<file path="src/hdl/itl_pkg.sv">
// shared constants, codes and types for the interpolated table lookup
// no dependencies; every other file in hdl/ except itl_ram imports this package
package itl_pkg;

    // table and number formats
    localparam int TABLE_DEPTH     = 1024;
    localparam int SAMPLE_WIDTH    = 24;
    localparam int PHASE_FRAC_BITS = 24;
    localparam int ADDR_W          = $clog2(TABLE_DEPTH);
    localparam int LEN_W           = ADDR_W + 1;
    localparam int PHASE_W         = 32;
    localparam int CFG_W           = 32;

    // normalisation datapath
    localparam int DIFF_W  = PHASE_W + 1;
    localparam int SPLIT_W = 16;
    localparam int PART_W  = CFG_W + DIFF_W - SPLIT_W;
    localparam int PROD_W  = CFG_W + DIFF_W;
    localparam int U_W     = PHASE_FRAC_BITS + 1;
    localparam int POS_W   = U_W + LEN_W;
    localparam int IDX_W   = POS_W - PHASE_FRAC_BITS;

    // interpolation datapath
    localparam int SLOPE_W = SAMPLE_WIDTH + 1;
    localparam int WPROD_W = SLOPE_W + PHASE_FRAC_BITS + 1;
    localparam int SUM_W   = WPROD_W - PHASE_FRAC_BITS + 1;

    // queue between front and back
    localparam int QUEUE_DEPTH = 4;
    localparam int QPTR_W      = $clog2(QUEUE_DEPTH);
    localparam int QCNT_W      = QPTR_W + 1;

    // configuration port
    localparam int CFG_IDX_W = 3;
    localparam logic [CFG_IDX_W-1:0] CFG_NORM_BIAS     = 3'd0;
    localparam logic [CFG_IDX_W-1:0] CFG_NORM_SCALE    = 3'd1;
    localparam logic [CFG_IDX_W-1:0] CFG_PERIODIC_MODE = 3'd2;
    localparam logic [CFG_IDX_W-1:0] CFG_TABLE_LENGTH  = 3'd3;

    localparam logic signed [CFG_W-1:0] SCALE_ONE  = CFG_W'(1) << PHASE_FRAC_BITS;
    localparam logic [LEN_W-1:0]        LEN_RESET  = LEN_W'(TABLE_DEPTH);
    localparam logic [LEN_W-1:0]        LEN_MIN    = LEN_W'(2);
    localparam logic [U_W-1:0]          U_ONE      = U_W'(1) << PHASE_FRAC_BITS;

    // opcodes
    localparam logic [1:0] OP_WRITE  = 2'd0;
    localparam logic [1:0] OP_LOOKUP = 2'd1;
    localparam logic [1:0] OP_RAW    = 2'd2;

    typedef struct packed {
        logic [1:0]                     op;
        logic [ADDR_W-1:0]              index;
        logic signed [SAMPLE_WIDTH-1:0] value;
        logic signed [DIFF_W-1:0]       diff;
    } t_item;

    typedef struct packed {
        logic signed [CFG_W-1:0] scale;
        logic                    periodic;
        logic [LEN_W-1:0]        length;
    } t_cfg;

    typedef struct packed {
        logic full;
        logic empty;
    } t_q_status;

endpackage

</file>
<file path="src/hdl/itl_front.sv">
// front end: accepts items, drops unused opcodes, removes the phase bias
// depends on itl_pkg; feeds itl_queue
module itl_front import itl_pkg::*; (
    input  logic                     i_valid,
    input  logic [1:0]               i_opcode,
    input  logic [ADDR_W-1:0]        i_entry_index,
    input  logic signed [SAMPLE_WIDTH-1:0] i_entry_value,
    input  logic signed [PHASE_W-1:0] i_phase,
    input  logic signed [CFG_W-1:0]  i_norm_bias,
    input  t_q_status                i_q_status,
    output logic                     o_stall,
    output logic                     o_push,
    output t_item                    o_item
);

    logic n_accept;
    logic n_keep;

    assign o_stall  = i_q_status.full;
    assign n_accept = i_valid && !i_q_status.full;

    // unused opcode is taken and forgotten
    always_comb begin
        case (i_opcode)
            OP_WRITE, OP_LOOKUP, OP_RAW: n_keep = 1'b1;
            default:                     n_keep = 1'b0;
        endcase
    end

    assign o_push       = n_accept && n_keep;
    assign o_item.op    = i_opcode;
    assign o_item.index = i_entry_index;
    assign o_item.value = i_entry_value;
    assign o_item.diff  = DIFF_W'(i_phase) - DIFF_W'(i_norm_bias);

endmodule

</file>
<file path="config.mk">
export PLATFORM = sky130hd
export DESIGN_NAME = itl_front
export DESIGN_NICKNAME = d
export VERILOG_FILES = /design/src/hdl/itl_pkg.sv /design/src/hdl/itl_front.sv
export SDC_FILE = /design/constraint.sdc
export NUM_CORES = 1
export LEC_CHECK = 0
export BUFFER_PORTS_ARGS = -buffer_cell sky130_fd_sc_hd__buf_2
export CAP_MARGIN = 0
export CORE_MARGIN = 1.5
export CORE_UTILIZATION = 41
export DETAILED_ROUTE_END_ITERATION = 8
export GPL_ROUTABILITY_DRIVEN = 0
export MAX_ROUTING_LAYER = met4
export PLACE_DENSITY = 0.93
export SLEW_MARGIN = 30
export SYNTH_ARGS = -nofsm -noshare
export SYNTH_HDL_FRONTEND = slang
export SYNTH_SLANG_ARGS = --single-unit
</file>
<file path="constraint.sdc">
create_clock -name vclk -period 2.6
set_input_delay 0.26 -clock vclk [all_inputs]
set_output_delay 0.26 -clock vclk [all_outputs]
set_load 0.05 [all_outputs]
</file>
==> metrics.md <==
| Metric | Value |
|---|---|
| Slew Limit Fails | `0` |
| Die Ht | `74.20 um` |
| I/O Buffers | `105` |
| Fin Setup TNS | `-0.5490 ns` |
| Routed length per instance | `16.02 um` |
| Status | `finished with violations` |
| Largest net degree at the start of global routing | `9` |
| Leakage power | `1.814 nW` |
| Vias per cell | `5.550` |
| Failing checks | `negative setup slack` |
| Drt pass-1 iters | `5` |
| WL final | `8.089 mm` |
| Post-layout worst setup margin | `-0.2664 ns` |
| Synth-to-layout area growth | `66.41%` |
| Top layer in use | `met4` |
| Seq/Total Area, Yosys | `0%` |
| Residual DRC | `0` |
| Avg Inst Size Synth | `6.640 um2` |
| CP max FO | `2` |
| Final period util | `110.2%` |
| Final worst path period need | `2.866 ns` |
| Via count | `2803` |
| Type of the most critical hold path | `input pin to output pin` |
| Endpoints failing setup | `5` |
| Met3 WL | `560 um` |
| Synthesized area | `2078 um2` |
| Number of distinct library cells after synthesis | `39` |
| M1 WL | `2.879 mm` |
| Initial DRC Count | `295` |
| Critical Path Source Type | `input pin` |
| Remaining antenna violation count after routing | `0` |
| RSZ-0062 raised after global routing | `yes` |
| Post-DP HPWL | `5.562 mm` |
| Vias in the first global route | `2592` |
| Syn Inst Count | `313` |
| Die width | `74.20 um` |
| Core outline area | `4817 um2` |
| Register area | `0 um2` |
| Hold_buf cts | `0` |
| Hold Vio Cnt, Final | `0` |
| Worst slew pin tran | `0.3509 ns` |
| Commonest non-fill, non-tap cell in the layout | `buf_2` |
| Maximum vdd ir drop | `0.2642 mV` |
| Max-slew headroom | `76.35%` |
| Maximum clock rate | `348.9 MHz` |
| Placement Rows | `25` |
| Initial antenna violation count | `0` |
| GRT overflow | `0` |
| Most frequent cells in the layout | `buf_2, buf_4, inv_1` |
| Share of cells above drive strength 1 | `54.79%` |
| Global-route wire length before repair | `10.93 mm` |
| Critical path endpoint category | `output pin` |
| Maxcap violations | `0` |
| GRT Util Overall | `24.86%` |
| Kind of critical path | `input pin to output pin` |
| Seq_cells | `0` |
| Placed Cells | `495` |
| # IOs | `174` |
| Layout clock buffers | `0` |
| Crit-path max cell delay | `0.49 ns` |
| Final Instance Area | `3458 um2` |
| Initial core utilization | `43.14%` |
| Antenna cells | `0` |
| Nets | `576` |
| Worst path arrival time | `2.61 ns` |
| Worst Path Required | `2.34 ns` |
| Die area | `5505 um2` |
| CP Cell Sequence | `buf_2, inv_1, ha_1, a21o_1, a21o_1, o21ba_1, or4_1, a21oi_2, o31ai_2, a21oi_2, xnor2_2, buf_6` |
| Crit path max-delay cell type | `or4_1` |
| Synthesis warning total | `0` |
| DP Area | `2913 um2` |
| Power Density | `420.0 nW/um2` |
| Metal2 WL | `4.184 mm` |
| Finished Layout Cells | `505` |
| Syn_nets | `449` |
-- worst max-delay path: cells and delay by family --
| kind | cells | cell delay [ns] |
|---|---|---|
| and+or+nand+nor | 1 | 0.49 |
| buffers and inverters | 3 | 0.31 |
| xor gates and xnor gates | 1 | 0.13 |
| adders and majority gates | 1 | 0.32 |
| AOI/OAI and AO/OA | 6 | 1.08 |
-- timing repair --
action,in CTS,in global routing
endpoints found under the setup margin,17,17
cloned,0,0
pin swaps,20,37
gates resized for setup,43,64
setup buffers,3,7
-- worst paths after layout --
check	endpoint	depth (start not counted)	slack [ns]	start
worst max-delay path	o_item[30]	12	-0.27	i_norm_bias[23]
worst min-delay path	o_item[34]	0	0.52	i_entry_value[1]
-- layer usage --
metal  global-route usage [%]  vias to the layer above
met5                        -                        -
met4                    9.259                        0
met3                    2.304                       58
met2                    44.54                      177
met1                    28.42                     1274
li1                         -                     1294
-- final cells by class --
cell class         count  area, um2
fillers              335       1359
multi-input cells    228       2101
inverters             44      172.7
repair buffers       166       1101
well taps             67      83.83
-- logic make-up (layout without fill, tap and decap cells) --
logic type,count (synthesis),count (layout),synth area share [%]
XOR/XNOR,30,30,12.64
AND/OR/NAND/NOR,76,76,17.10
buffers and inverters,85,210,22.03
AO/OA/AOI/OAI,89,89,28.00
adder cells (fa/ha/maj),33,33,20.23
-- Yosys cell counts --
library cell	number	area share [%]
nor3_1	9	2.2
a41oi_1	2	0.84
o21ai_0	14	3.4
clkbuf_1	4	0.72
and2_1	1	0.30
o21bai_1	4	1.4
a21oi_1	31	7.5
nand4_1	3	0.90
o41ai_1	2	0.84
and3_1	3	0.90
nand3b_1	1	0.36
a21o_1	11	4.0
xnor2_1	19	8.0
o2111ai_1	3	1.3
o21a_1	4	1.4
nand2_1	21	3.8
xor2_1	11	4.6
a211oi_1	2	0.72
nor2_1	20	3.6
buf_4	37	13
nand3_1	10	2.4
a2111oi_2	1	0.72
or3_1	1	0.30
nor2b_1	3	0.90
or4_1	1	0.36
o31ai_1	1	0.36
or2_2	1	0.30
fa_1	1	0.96
a311oi_1	2	0.84
o21ba_1	1	0.48
inv_1	44	7.9
o211ai_1	2	0.72
ha_1	32	19
a211oi_2	1	0.60
a31oi_1	4	1.2
a21oi_2	3	1.3
a31o_2	1	0.42
and4b_1	1	0.48
nand2b_1	1	0.30
-- metrics by stage --
step / power, mW / hold slack (ns) / setup WS [ns] / util [%]
global route: 1.523 / 0.5201 / -0.3525 / 71.79
global placement: 1.185 / 0.5203 / -0.2715 / 60.47
finish: 1.453 / 0.5200 / -0.2664 / 71.79
detailed placement: 1.212 / 0.5203 / -0.3675 / 60.47
floorplan: 1.007 / 0.6871 / -0.1256 / -
CTS: 1.296 / 0.5203 / -0.2287 / 64.78
-- power breakdown --
part | switching (mW) | internal, mW | leakage, nW
Sequential | 0 | 0 | 0
Combinational | 0.900 | 0.552 | 1.81
Clock | 0 | 0 | 0
No activity file was read; power rests on OpenSTA's default activity.
