File: src/hdl/itl_pkg.sv
// shared constants, codes and types for the interpolated table lookup
// no dependencies; every other file in hdl/ except itl_ram imports this package
package itl_pkg;

    // table and number formats
    localparam int TABLE_DEPTH     = 1024;
    localparam int SAMPLE_WIDTH    = 24;
    localparam int PHASE_FRAC_BITS = 24;
    localparam int ADDR_W          = $clog2(TABLE_DEPTH);
    localparam int LEN_W           = ADDR_W + 1;
    localparam int PHASE_W         = 32;
    localparam int CFG_W           = 32;

    // normalisation datapath
    localparam int DIFF_W  = PHASE_W + 1;
    localparam int SPLIT_W = 16;
    localparam int PART_W  = CFG_W + DIFF_W - SPLIT_W;
    localparam int PROD_W  = CFG_W + DIFF_W;
    localparam int U_W     = PHASE_FRAC_BITS + 1;
    localparam int POS_W   = U_W + LEN_W;
    localparam int IDX_W   = POS_W - PHASE_FRAC_BITS;

    // interpolation datapath
    localparam int SLOPE_W = SAMPLE_WIDTH + 1;
    localparam int WPROD_W = SLOPE_W + PHASE_FRAC_BITS + 1;
    localparam int SUM_W   = WPROD_W - PHASE_FRAC_BITS + 1;

    // queue between front and back
    localparam int QUEUE_DEPTH = 4;
    localparam int QPTR_W      = $clog2(QUEUE_DEPTH);
    localparam int QCNT_W      = QPTR_W + 1;

    // configuration port
    localparam int CFG_IDX_W = 3;
    localparam logic [CFG_IDX_W-1:0] CFG_NORM_BIAS     = 3'd0;
    localparam logic [CFG_IDX_W-1:0] CFG_NORM_SCALE    = 3'd1;
    localparam logic [CFG_IDX_W-1:0] CFG_PERIODIC_MODE = 3'd2;
    localparam logic [CFG_IDX_W-1:0] CFG_TABLE_LENGTH  = 3'd3;

    localparam logic signed [CFG_W-1:0] SCALE_ONE  = CFG_W'(1) << PHASE_FRAC_BITS;
    localparam logic [LEN_W-1:0]        LEN_RESET  = LEN_W'(TABLE_DEPTH);
    localparam logic [LEN_W-1:0]        LEN_MIN    = LEN_W'(2);
    localparam logic [U_W-1:0]          U_ONE      = U_W'(1) << PHASE_FRAC_BITS;

    // opcodes
    localparam logic [1:0] OP_WRITE  = 2'd0;
    localparam logic [1:0] OP_LOOKUP = 2'd1;
    localparam logic [1:0] OP_RAW    = 2'd2;

    typedef struct packed {
        logic [1:0]                     op;
        logic [ADDR_W-1:0]              index;
        logic signed [SAMPLE_WIDTH-1:0] value;
        logic signed [DIFF_W-1:0]       diff;
    } t_item;

    typedef struct packed {
        logic signed [CFG_W-1:0] scale;
        logic                    periodic;
        logic [LEN_W-1:0]        length;
    } t_cfg;

    typedef struct packed {
        logic full;
        logic empty;
    } t_q_status;

endpackage

File: src/hdl/itl_queue.sv
// short item queue between front and back
// depends on itl_pkg
module itl_queue import itl_pkg::*; (
    input  logic      i_clk,
    input  logic      i_rst_n,
    input  logic      i_push,
    input  t_item     i_item,
    input  logic      i_pop,
    output t_item     o_head,
    output t_q_status o_status
);

    t_item             r_mem [QUEUE_DEPTH];
    logic [QPTR_W-1:0] r_wr_ptr;
    logic [QPTR_W-1:0] r_rd_ptr;
    logic [QCNT_W-1:0] r_count;

    always_ff @(posedge i_clk) begin
        if (!i_rst_n) begin
            r_wr_ptr <= '0;
            r_rd_ptr <= '0;
            r_count  <= '0;
        end else begin
            if (i_push) begin
                r_wr_ptr <= r_wr_ptr + QPTR_W'(1);
            end
            if (i_pop) begin
                r_rd_ptr <= r_rd_ptr + QPTR_W'(1);
            end
            if (i_push && !i_pop) begin
                r_count <= r_count + QCNT_W'(1);
            end else if (!i_push && i_pop) begin
                r_count <= r_count - QCNT_W'(1);
            end
        end
    end

    always_ff @(posedge i_clk) begin
        if (i_push) begin
            r_mem[r_wr_ptr] <= i_item;
        end
    end

    assign o_head         = r_mem[r_rd_ptr];
    assign o_status.full  = (r_count == QCNT_W'(QUEUE_DEPTH));
    assign o_status.empty = (r_count == '0);

    a_no_push_full: assert property (@(posedge i_clk) disable iff (!i_rst_n)
        i_push |-> !o_status.full)
        else $error("item pushed into full queue");

    a_no_pop_empty: assert property (@(posedge i_clk) disable iff (!i_rst_n)
        i_pop |-> !o_status.empty)
        else $error("item popped from empty queue");

    a_count_ptrs: assert property (@(posedge i_clk) disable iff (!i_rst_n)
        (r_count[QPTR_W-1:0] == QPTR_W'(r_wr_ptr - r_rd_ptr))
        && (r_count <= QCNT_W'(QUEUE_DEPTH)))
        else $error("queue count disagrees with pointers");

endmodule

File: config.mk
export PLATFORM = sky130hd
export DESIGN_NAME = itl_queue
export DESIGN_NICKNAME = d
export VERILOG_FILES = /design/src/hdl/itl_pkg.sv /design/src/hdl/itl_queue.sv
export SDC_FILE = /design/constraint.sdc
export NUM_CORES = 1
export LEC_CHECK = 0
export ABC_CLOCK_PERIOD_IN_PS = 4700
export BUFFER_PORTS_ARGS = -buffer_cell sky130_fd_sc_hd__buf_2
export CORE_ASPECT_RATIO = 0.7
export CORE_MARGIN = 2
export CORE_UTILIZATION = 64
export CTS_BUF_LIST = sky130_fd_sc_hd__clkbuf_8
export DETAILED_ROUTE_END_ITERATION = 10
export PLACE_DENSITY = 0.94
export SLEW_MARGIN = 20
export SYNTH_ARGS = -nofsm -noshare
export SYNTH_HDL_FRONTEND = slang
export SYNTH_SLANG_ARGS = --single-unit
export TNS_END_PERCENT = 50
File: constraint.sdc
create_clock -name i_clk -period 4.7 [get_ports i_clk]
set_input_delay 0.235 -clock i_clk [delete_from_list [all_inputs] [get_ports i_clk]]
set_output_delay 0.235 -clock i_clk [all_outputs]
set_load 0.01 [all_outputs]
==> results.cfg, run 1 <==
[status]
outcome = completed

[logic_synthesis]
ys_ff_latch = 285
synth_cell_type_count = 22
synth_top_area_share = 0.796
synth_warnings = 0
syn_area_per_cell_sq_um = 25.8
syn-num-nets = 483
syn_area_sq_um = 10400
synth_cells = 404
synth_top_area_cell = edfxtp_1
ys_seq_area_frac = 0.813
yosys-top-cells-area = edfxtp_1 80%, mux4_2 15%, dfxtp_1 1.7%

[worst_setup_path]
cp.arrival_ns = 2.78
path_max_fanout = 47
critical_path.slowest_cell = dfxtp_4
cp_data_required_time_ns = 4.47
max_stage_delay_ns = 0.97
crit_chain = buf_4 -> mux4_2 -> buf_2
end_kind = output port
reg2reg_slack_ns = 2.82
critPathTopFamily = flip-flops
worstPathBufferInverterCount = 2
crit_type = reg2out
cp-start-kind = flip-flop

[finish]
fin_util = 0.810
fin_area_sq_um = 12700
syn_to_final_growth_pct = 22.0
nNetsFinal = 723
layout-drive-gt1-share = 0.399
layout_commonest_cell = edfxtp_1
final_cell_mix = 276 x edfxtp_1, 143 x buf_2, 69 x mux4_2, 69 x dlygate4sd3_1, 41 x clkbuf_8

[global_routing]
grt_pass1_wl_microns = 30000
antenna_found_initial = 2
grt_pass1_vias = 5449
grt_max_degree = 70
overflow = 0
track_usage = 0.233

[sta]
worst_pin_slew_ns = 1.07
rsz0062_at_grt = false
tns_ns = 0
relSlewSlack = 0.288
holdWs_ns = 0.0398
skew_ns = 0.0125
slew_violations = 0
finalHoldViolCount = 0
setup_viol = 0
period_minus_slack_ns = 3.01
timing.fmax_ghz = 0.332
min_period_over_period = 0.641

[power]
ir_drop_mv = 0.358
power_mw = 5.32
leakagePower_nw = 4.40
power_density_nw_per_um2 = 419

[run]
maxCapViolCount = 0

[drt]
drt_iter0_drc = 332
vias_per_cell = 5.86
wl_per_cell_microns = 22.7
antenna_left = 0
drc_errors = 0
vias = 5105
drt-pass1-iter-count = 7
drt_wl_total_microns = 19800

[cts]
hold_buffers = 69
cts_num_sinks = 285
cts_setup_buffers = 0
clockBufferDepth = 3
path_clk_slew_ns = 0.06
cts_tree = done
tritoncts.num_buffers = 41
htreeDepth = 2
clock-root-buffer = clkbuf_8
clk_latency_ns = 0.51
cts_resized = 0

[hold_path]
min_path_type = in2reg

[floorplanning]
start_util = 0.664
ios = 144
coreArea_sq_um = 15700
die_y_microns = 111
die_w_microns = 156
fp-row-count = 38
die-area_sq_um = 17300

[placement]
gp_congestion = 0.787
io_buffers = 143
post_dp_cell_area_sq_um = 11300
dp_hpwl_microns = 10700
-- Yosys cell counts --
| library cell | n |
|---|---|
| a21boi_0 | 1 |
| and2_1 | 9 |
| buf_12 | 2 |
| buf_2 | 2 |
| buf_4 | 6 |
| buf_6 | 1 |
| clkbuf_1 | 5 |
| dfxtp_1 | 9 |
| edfxtp_1 | 276 |
| fa_1 | 1 |
| ha_1 | 5 |
| inv_1 | 4 |
| mux2i_1 | 2 |
| mux4_2 | 69 |
| nand2_1 | 1 |
| nor2b_1 | 2 |
| nor3_1 | 1 |
| nor3b_1 | 1 |
| o21ai_0 | 1 |
| or3_1 | 1 |
| xnor2_1 | 2 |
| xor2_1 | 3 |
-- routing by layer --
layer  global-route usage  share of wire
met5                    0        0.00076
met3               0.0708          0.088
met2                0.386           0.51
met1                0.313           0.39
met4               0.0526          0.017
-- where the power goes --
| group | switching [mW] | internal, mW | leakage, nW |
|---|---|---|---|
| Combinational | 0.254 | 0.276 | 1.37 |
| Sequential | 0.0803 | 2.92 | 2.61 |
| Clock | 0.866 | 0.922 | 0.417 |
-- area by class of cell --
cell class	count	area (sq um)
Antenna cell	1	2.50
Timing Repair Buffer	213	1410
Clock inverter	28	168
Tap cell	200	250
Inverter	4	15.0
Clock buffer	41	564
Sequential cell	285	8480
Multi-Input combinational cell	99	1810
Fill cell	705	2990
-- state kept, by name (all words and copies together), names as in the netlist, named ones only --
name,count
r_count,3
r_rd_ptr,2
r_wr_ptr,2
r_mem,276
-- stage by stage --
stage	worst slack, ns	cells
finish	1.69	871
detailed placement	2.12	732
floorplan	2.11	404
CTS	1.57	870
global route	1.43	871
global placement	2.20	732
-- worst paths after layout --
check,from,endpoint,cells past startpoint
min,i_rst_n,r_rd_ptr[0]$_SDFFE_PN0P_,2
min reg2reg,r_count[2]$_SDFFE_PN0P_,r_count[2]$_SDFFE_PN0P_,2
max reg2reg,r_wr_ptr[0]$_SDFFE_PN0P_,r_mem[0][17]$_DFFE_PP_,3
max,flip-flop,o_head[49],3
-- kinds of logic (layout without fill, tap and decap cells) --
kind of cell | count (synthesis) | count (layout) | share of synthesized area
AOI/OAI and AO/OA | 2 | 2 | 0.00120
xor gates and xnor gates | 5 | 5 | 0.00421
adders and majority gates | 6 | 6 | 0.00793
buffers and inverters | 20 | 286 | 0.0135
DFF | 285 | 285 | 0.813
muxes | 71 | 71 | 0.151
other | 0 | 1 | 0
and+or+nand+nor | 15 | 15 | 0.00877
No activity file was read; power rests on OpenSTA's default activity.
==> run 2, diff against run 1 <==
--- a/config.mk
+++ b/config.mk
@@ -5,14 +5,14 @@
 export SDC_FILE = /design/constraint.sdc
 export NUM_CORES = 1
 export LEC_CHECK = 0
-export ABC_CLOCK_PERIOD_IN_PS = 4700
+export ABC_CLOCK_PERIOD_IN_PS = 2530
 export BUFFER_PORTS_ARGS = -buffer_cell sky130_fd_sc_hd__buf_2
 export CORE_ASPECT_RATIO = 0.7
 export CORE_MARGIN = 2
-export CORE_UTILIZATION = 64
+export CORE_UTILIZATION = 53
 export CTS_BUF_LIST = sky130_fd_sc_hd__clkbuf_8
 export DETAILED_ROUTE_END_ITERATION = 10
-export PLACE_DENSITY = 0.94
+export PLACE_DENSITY = 0.83
 export SLEW_MARGIN = 20
 export SYNTH_ARGS = -nofsm -noshare
 export SYNTH_HDL_FRONTEND = slang
==> constraint.sdc (replaced) <==
create_clock -name i_clk -period 2.53 [get_ports i_clk]
set_input_delay 0.1265 -clock i_clk [delete_from_list [all_inputs] [get_ports i_clk]]
set_output_delay 0.1265 -clock i_clk [all_outputs]
set_load 0.01 [all_outputs]
==> results.cfg, run 2 (same netlist as run 1, synthesis figures left out) <==
[finish]
nNetsFinal = 734
syn_to_final_growth_pct = 24.4
final_cell_mix = 276 x edfxtp_1, 143 x buf_2, 71 x dlygate4sd3_1, 69 x mux4_2, 43 x clkbuf_8
layout_commonest_cell = edfxtp_1
top_register = r_mem
layout-drive-gt1-share = 0.401
final_cell_count_no_fill = 951
largest_register_ffs = 276
reg_top3 = r_mem (276), r_count (3)
fill_cells = 1184

[floorplanning]
start_util = 0.546
die_y_microns = 121
coreArea_sq_um = 19100
fp-row-count = 42
die_w_microns = 172
die-area_sq_um = 20800
ios = 144

[sta]
min_period_over_period = 0.912
period_minus_slack_ns = 2.31
timing.fmax_ghz = 0.434
setup_viol = 0
skew_ns = 0.0248
rsz0062_at_grt = false
finalHoldViolCount = 0
relSlewSlack = 0.576
slew_violations = 0
worst_pin_slew_ns = 0.635
holdWs_ns = 0.0252

[cts]
clk_latency_ns = 0.53
cts_num_sinks = 285
hold_buffers = 71
cts_setup_buffers = 0
clockBufferDepth = 3
htreeDepth = 2
cts_resized = 0
clock-root-buffer = clkbuf_8
cts_tree = done
tritoncts.num_buffers = 42
path_clk_slew_ns = 0.06

[global_routing]
grt_max_degree = 42
track_usage = 0.200
antenna_found_initial = 1
overflow = 0
grt_pass1_wl_microns = 30700
grt_pass1_vias = 5537

[drt]
antenna_left = 0
drt-pass1-iter-count = 7
drc_errors = 0
wl_per_cell_microns = 21.2
vias_per_cell = 5.40
drt_wl_total_microns = 20200
vias = 5137
drt_iter0_drc = 416

[worst_setup_path]
reg2reg_to = r_mem[1][51]$_DFFE_PP_
path_max_fanout = 29
reg2reg_slack_ns = 0.74
crit_chain = buf_12 -> mux4_2 -> buf_2
crit_type = reg2out
critPathTopFamily = multiplexers
max_stage_delay_ns = 0.58
r2r_cells = 3
critical_path.slowest_cell = mux4_2
cp_data_required_time_ns = 2.40
worstPathBufferInverterCount = 2
r2r-start = r_wr_ptr[0]$_SDFFE_PN0P_
cp.arrival_ns = 2.18
cp-start-kind = flip-flop
end_kind = output port

[power]
swShare = 0.229
clockPowerShare = 0.335
p_sw_mw = 2.27
power_density_nw_per_um2 = 765
p_int_mw = 7.64
leakagePower_nw = 4.51
power_mw = 9.92
power_frac_comb = 0.108
ir_drop_mv = 0.543
seqPwrFrac = 0.556

[placement]
dp.cells = 804
dp_hpwl_microns = 11300
io_buffers = 143
gp_congestion = 0.705

[status]
outcome = completed

[hold_path]
whs_endpoint = r_wr_ptr[1]$_SDFFE_PN0P_
min_path_cells = 3
min_path_type = in2reg
holdCritStartpoint = i_push

[run]
maxCapViolCount = 0
-- run 2: worst min-delay path, cell delays in order --
cell and delay [ns]:
buf_2 0.17, mux2i_1 0.10, nor2b_1 0.10
-- run 2: per-stage QoR --
stage                     setup TNS (ns)  worst slack [ns]  utilization  instance area, sq um
final                                  0             0.224        0.679                 13000
after detailed placement               0             0.718        0.603                 11500
after global placement                 0             0.762        0.603                 11500
after floorplan                    -6.06           -0.0439            -                 10400
after CTS                              0             0.168        0.679                 13000
after global routing                   0            0.0991        0.679                 13000
-- run 2: routing by layer --
| layer | part of all wire | up-vias | routed length, microns | track usage |
|---|---|---|---|---|
| met4 | 0.0077 | 0 | 155 | 0.0487 |
| met5 | 0 | - | 0 | 0 |
| met1 | 0.41 | 2659 | 8270 | 0.265 |
| met2 | 0.50 | 231 | 10100 | 0.332 |
| met3 | 0.079 | 21 | 1590 | 0.0571 |
| li1 | - | 2226 | - | - |
-- run 2: worst max path at each step --
stage,to,slack (ns),depth (start not counted),start
after floorplan,r_mem[1][0]$_DFFE_PP_,-0.04,2,r_wr_ptr[0]$_SDFFE_PN0P_
after global placement,o_head[35],0.76,3,flip-flop
after detailed placement,r_mem[0][7]$_DFFE_PP_,0.72,4,r_wr_ptr[0]$_SDFFE_PN0P_
after CTS,o_head[35],0.17,3,flip-flop
after global routing,o_head[35],0.1,3,flip-flop
final,o_head[35],0.22,3,flip-flop
-- run 2: area by class of cell --
class | count | area [sq um] | share of cell area
tap | 264 | 330 | 0.0255
clock buffer | 43 | 592 | 0.0457
multi-input combinational | 99 | 1810 | 0.140
clock inverter | 32 | 158 | 0.0122
antenna | 1 | 2.50 | 0.000193
timing repair buffer | 223 | 1570 | 0.121
sequential | 285 | 8480 | 0.654
inverter | 4 | 15.0 | 0.00116
-- run 2: power by group through the flow --
stage | Clock, mW | Sequential [mW] | Combinational [mW]
finish | 3.33 | 5.52 | 1.07
CTS | 3.39 | 5.52 | 1.08
global route | 3.62 | 5.53 | 1.16
detailed placement | 0 | 5.62 | 0.990
global placement | 0 | 5.60 | 0.962
floorplan | 0 | 5.56 | 0.616
==> run 3, diff against run 2 <==
--- a/config.mk
+++ b/config.mk
@@ -12,7 +12,8 @@
 export CORE_UTILIZATION = 53
 export CTS_BUF_LIST = sky130_fd_sc_hd__clkbuf_8
 export DETAILED_ROUTE_END_ITERATION = 10
-export PLACE_DENSITY = 0.83
+export GPL_TIMING_DRIVEN = 0
+export PLACE_DENSITY = 0.77
 export SLEW_MARGIN = 20
 export SYNTH_ARGS = -nofsm -noshare
 export SYNTH_HDL_FRONTEND = slang
==> results.cfg, run 3 (same netlist as run 1, synthesis figures left out) <==
[worst_setup_path]
reg2reg_to = r_mem[1][47]$_DFFE_PP_
crit_chain = buf_2 -> clkbuf_1 -> mux4_2 -> buf_2
end_kind = output port
path_max_fanout = 10
max_stage_delay_ns = 0.50
r2r-start = r_wr_ptr[1]$_SDFFE_PN0P_
r2r_cells = 4
cp-start-kind = flip-flop
reg2reg_slack_ns = 0.76
cp.arrival_ns = 2.13
timing.critical_path.mode_cell = buf_2
critical_path.slowest_cell = clkbuf_1
crit_type = reg2out
cp_data_required_time_ns = 2.40

[sta]
slew_violations = 0
finalHoldViolCount = 0
rsz0062_at_grt = false
tns_ns = 0
holdWs_ns = 0.0287
setup_viol = 0
timing.final.ws_setup_ns = 0.277
period_minus_slack_ns = 2.25
relSlewSlack = 0.590
min_period_over_period = 0.891
timing.fmax_ghz = 0.444
worst_pin_slew_ns = 0.615
skew_ns = 0.00938

[drt]
vias = 5014
vias_per_cell = 5.24
drt_wl_total_microns = 18700
antenna_left = 0
drt-pass1-iter-count = 4
wl_per_cell_microns = 19.6
drc_errors = 0
drt_iter0_drc = 501

[hold_path]
whs_endpoint = r_wr_ptr[1]$_SDFFE_PN0P_
min_path_type = in2reg
holdCritStartpoint = i_push
min_path_cells = 3

[floorplanning]
die_w_microns = 172
die_y_microns = 121
ios = 144
start_util = 0.546
die-area_sq_um = 20800
coreArea_sq_um = 19100
fp-row-count = 42

[placement]
pre_cts_ws_ns = 0.750
gp_congestion = 0.723
dp_hpwl_microns = 11200
io_buffers = 143

[finish]
top_register = r_mem
reg_top3 = r_mem (276), r_count (3)
layout-drive-gt1-share = 0.402
nNetsFinal = 744
syn_to_final_growth_pct = 24.6
largest_register_ffs = 276
final_cell_mix = 276 x edfxtp_1, 145 x buf_2, 71 x dlygate4sd3_1, 69 x mux4_2, 45 x clkbuf_8
layout_commonest_cell = edfxtp_1

[status]
outcome = completed

[cts]
clock-root-buffer = clkbuf_8
htreeDepth = 2
path_clk_slew_ns = 0.06
tritoncts.num_buffers = 41
cts_resized = 0
clk_latency_ns = 0.52
clockBufferDepth = 3
cts_num_sinks = 285
cts_tree = done

[run]
maxCapViolCount = 0

[power]
ir_drop_mv = 0.560
leakagePower_nw = 4.52
power_mw = 9.78
power_density_nw_per_um2 = 754

[global_routing]
antenna_found_initial = 2
track_usage = 0.187
grt_pass1_vias = 5437
grt_pass1_wl_microns = 28800
overflow = 0
grt_max_degree = 38
-- run 3: cell count changes in the layout (fill, tap and decap cells not counted), moves of 2 or more --
cell / before / now
dfxtp_1: 7 / 9
buf_4: 3 / 6
clkbuf_8: 43 / 45
inv_1: 26 / 22
buf_2: 143 / 145
dfxtp_4: 2 / 0
clkbuf_1: 0 / 5
-- run 3: routing by layer --
layer	GRT usage	vias up	share of wire	wire length (microns)
li1	-	2249	-	-
met3	0.0525	36	0.071	1340
met1	0.254	2562	0.43	8070
met5	0	-	0	0
met2	0.302	167	0.48	8970
met4	0.0519	0	0.019	365
-- run 3: what timing repair did --
item                                    CTS  global route
hold buffers                             71             0
endpoints found under the setup margin    0             0
setup buffers                             0             0
hold endpoints to repair                285             0
-- run 3: worst max-delay path: cells and delay by family, from the launching register on --
| kind | cells | cell delay (ns) |
|---|---|---|
| multiplexers | 1 | 0.43 |
| flip-flops | 1 | 0.30 |
| buffers and inverters | 3 | 0.87 |
-- run 3: per-stage QoR --
step / cell area, sq um / utilization / cells
5_1_grt: 13000 / 0.680 / 957
3_5_place_dp: 11500 / 0.605 / 815
6_report: 13000 / 0.680 / 957
2_1_floorplan: 10400 / - / 404
4_1_cts: 13000 / 0.680 / 955
3_3_place_gp: 11500 / 0.601 / 811
-- run 3: layout make-up --
| class | instances | area (sq um) |
|---|---|---|
| Antenna cell | 2 | 5.00 |
| Buffer | 16 | 125 |
| Clock buffer | 45 | 619 |
| Clock inverter | 24 | 92.6 |
| Fill cell | 1212 | 6100 |
| Inverter | 4 | 15.0 |
| Multi-Input combinational cell | 99 | 1810 |
| Sequential cell | 285 | 8470 |
| Tap cell | 264 | 330 |
| Timing Repair Buffer | 218 | 1510 |
-- run 3: power breakdown --
part | leakage [nW] | switching (mW) | internal [mW] | total (mW)
clock | 0.434 | 1.58 | 1.62 | 3.20
combinational | 1.48 | 0.556 | 0.556 | 1.11
sequential | 2.61 | 0.0570 | 5.42 | 5.48
-- run 3: how the worst max path moves through the flow --
stage | end | start | depth (start not counted)
6_report | o_head[18] | flip-flop | 4
2_1_floorplan | r_mem[1][0]$_DFFE_PP_ | r_wr_ptr[0]$_SDFFE_PN0P_ | 2
5_1_grt | o_head[18] | flip-flop | 4
3_3_place_gp | r_mem[1][45]$_DFFE_PP_ | r_wr_ptr[0]$_SDFFE_PN0P_ | 2
4_1_cts | o_head[12] | flip-flop | 4
3_5_place_dp | r_mem[1][47]$_DFFE_PP_ | r_wr_ptr[1]$_SDFFE_PN0P_ | 4
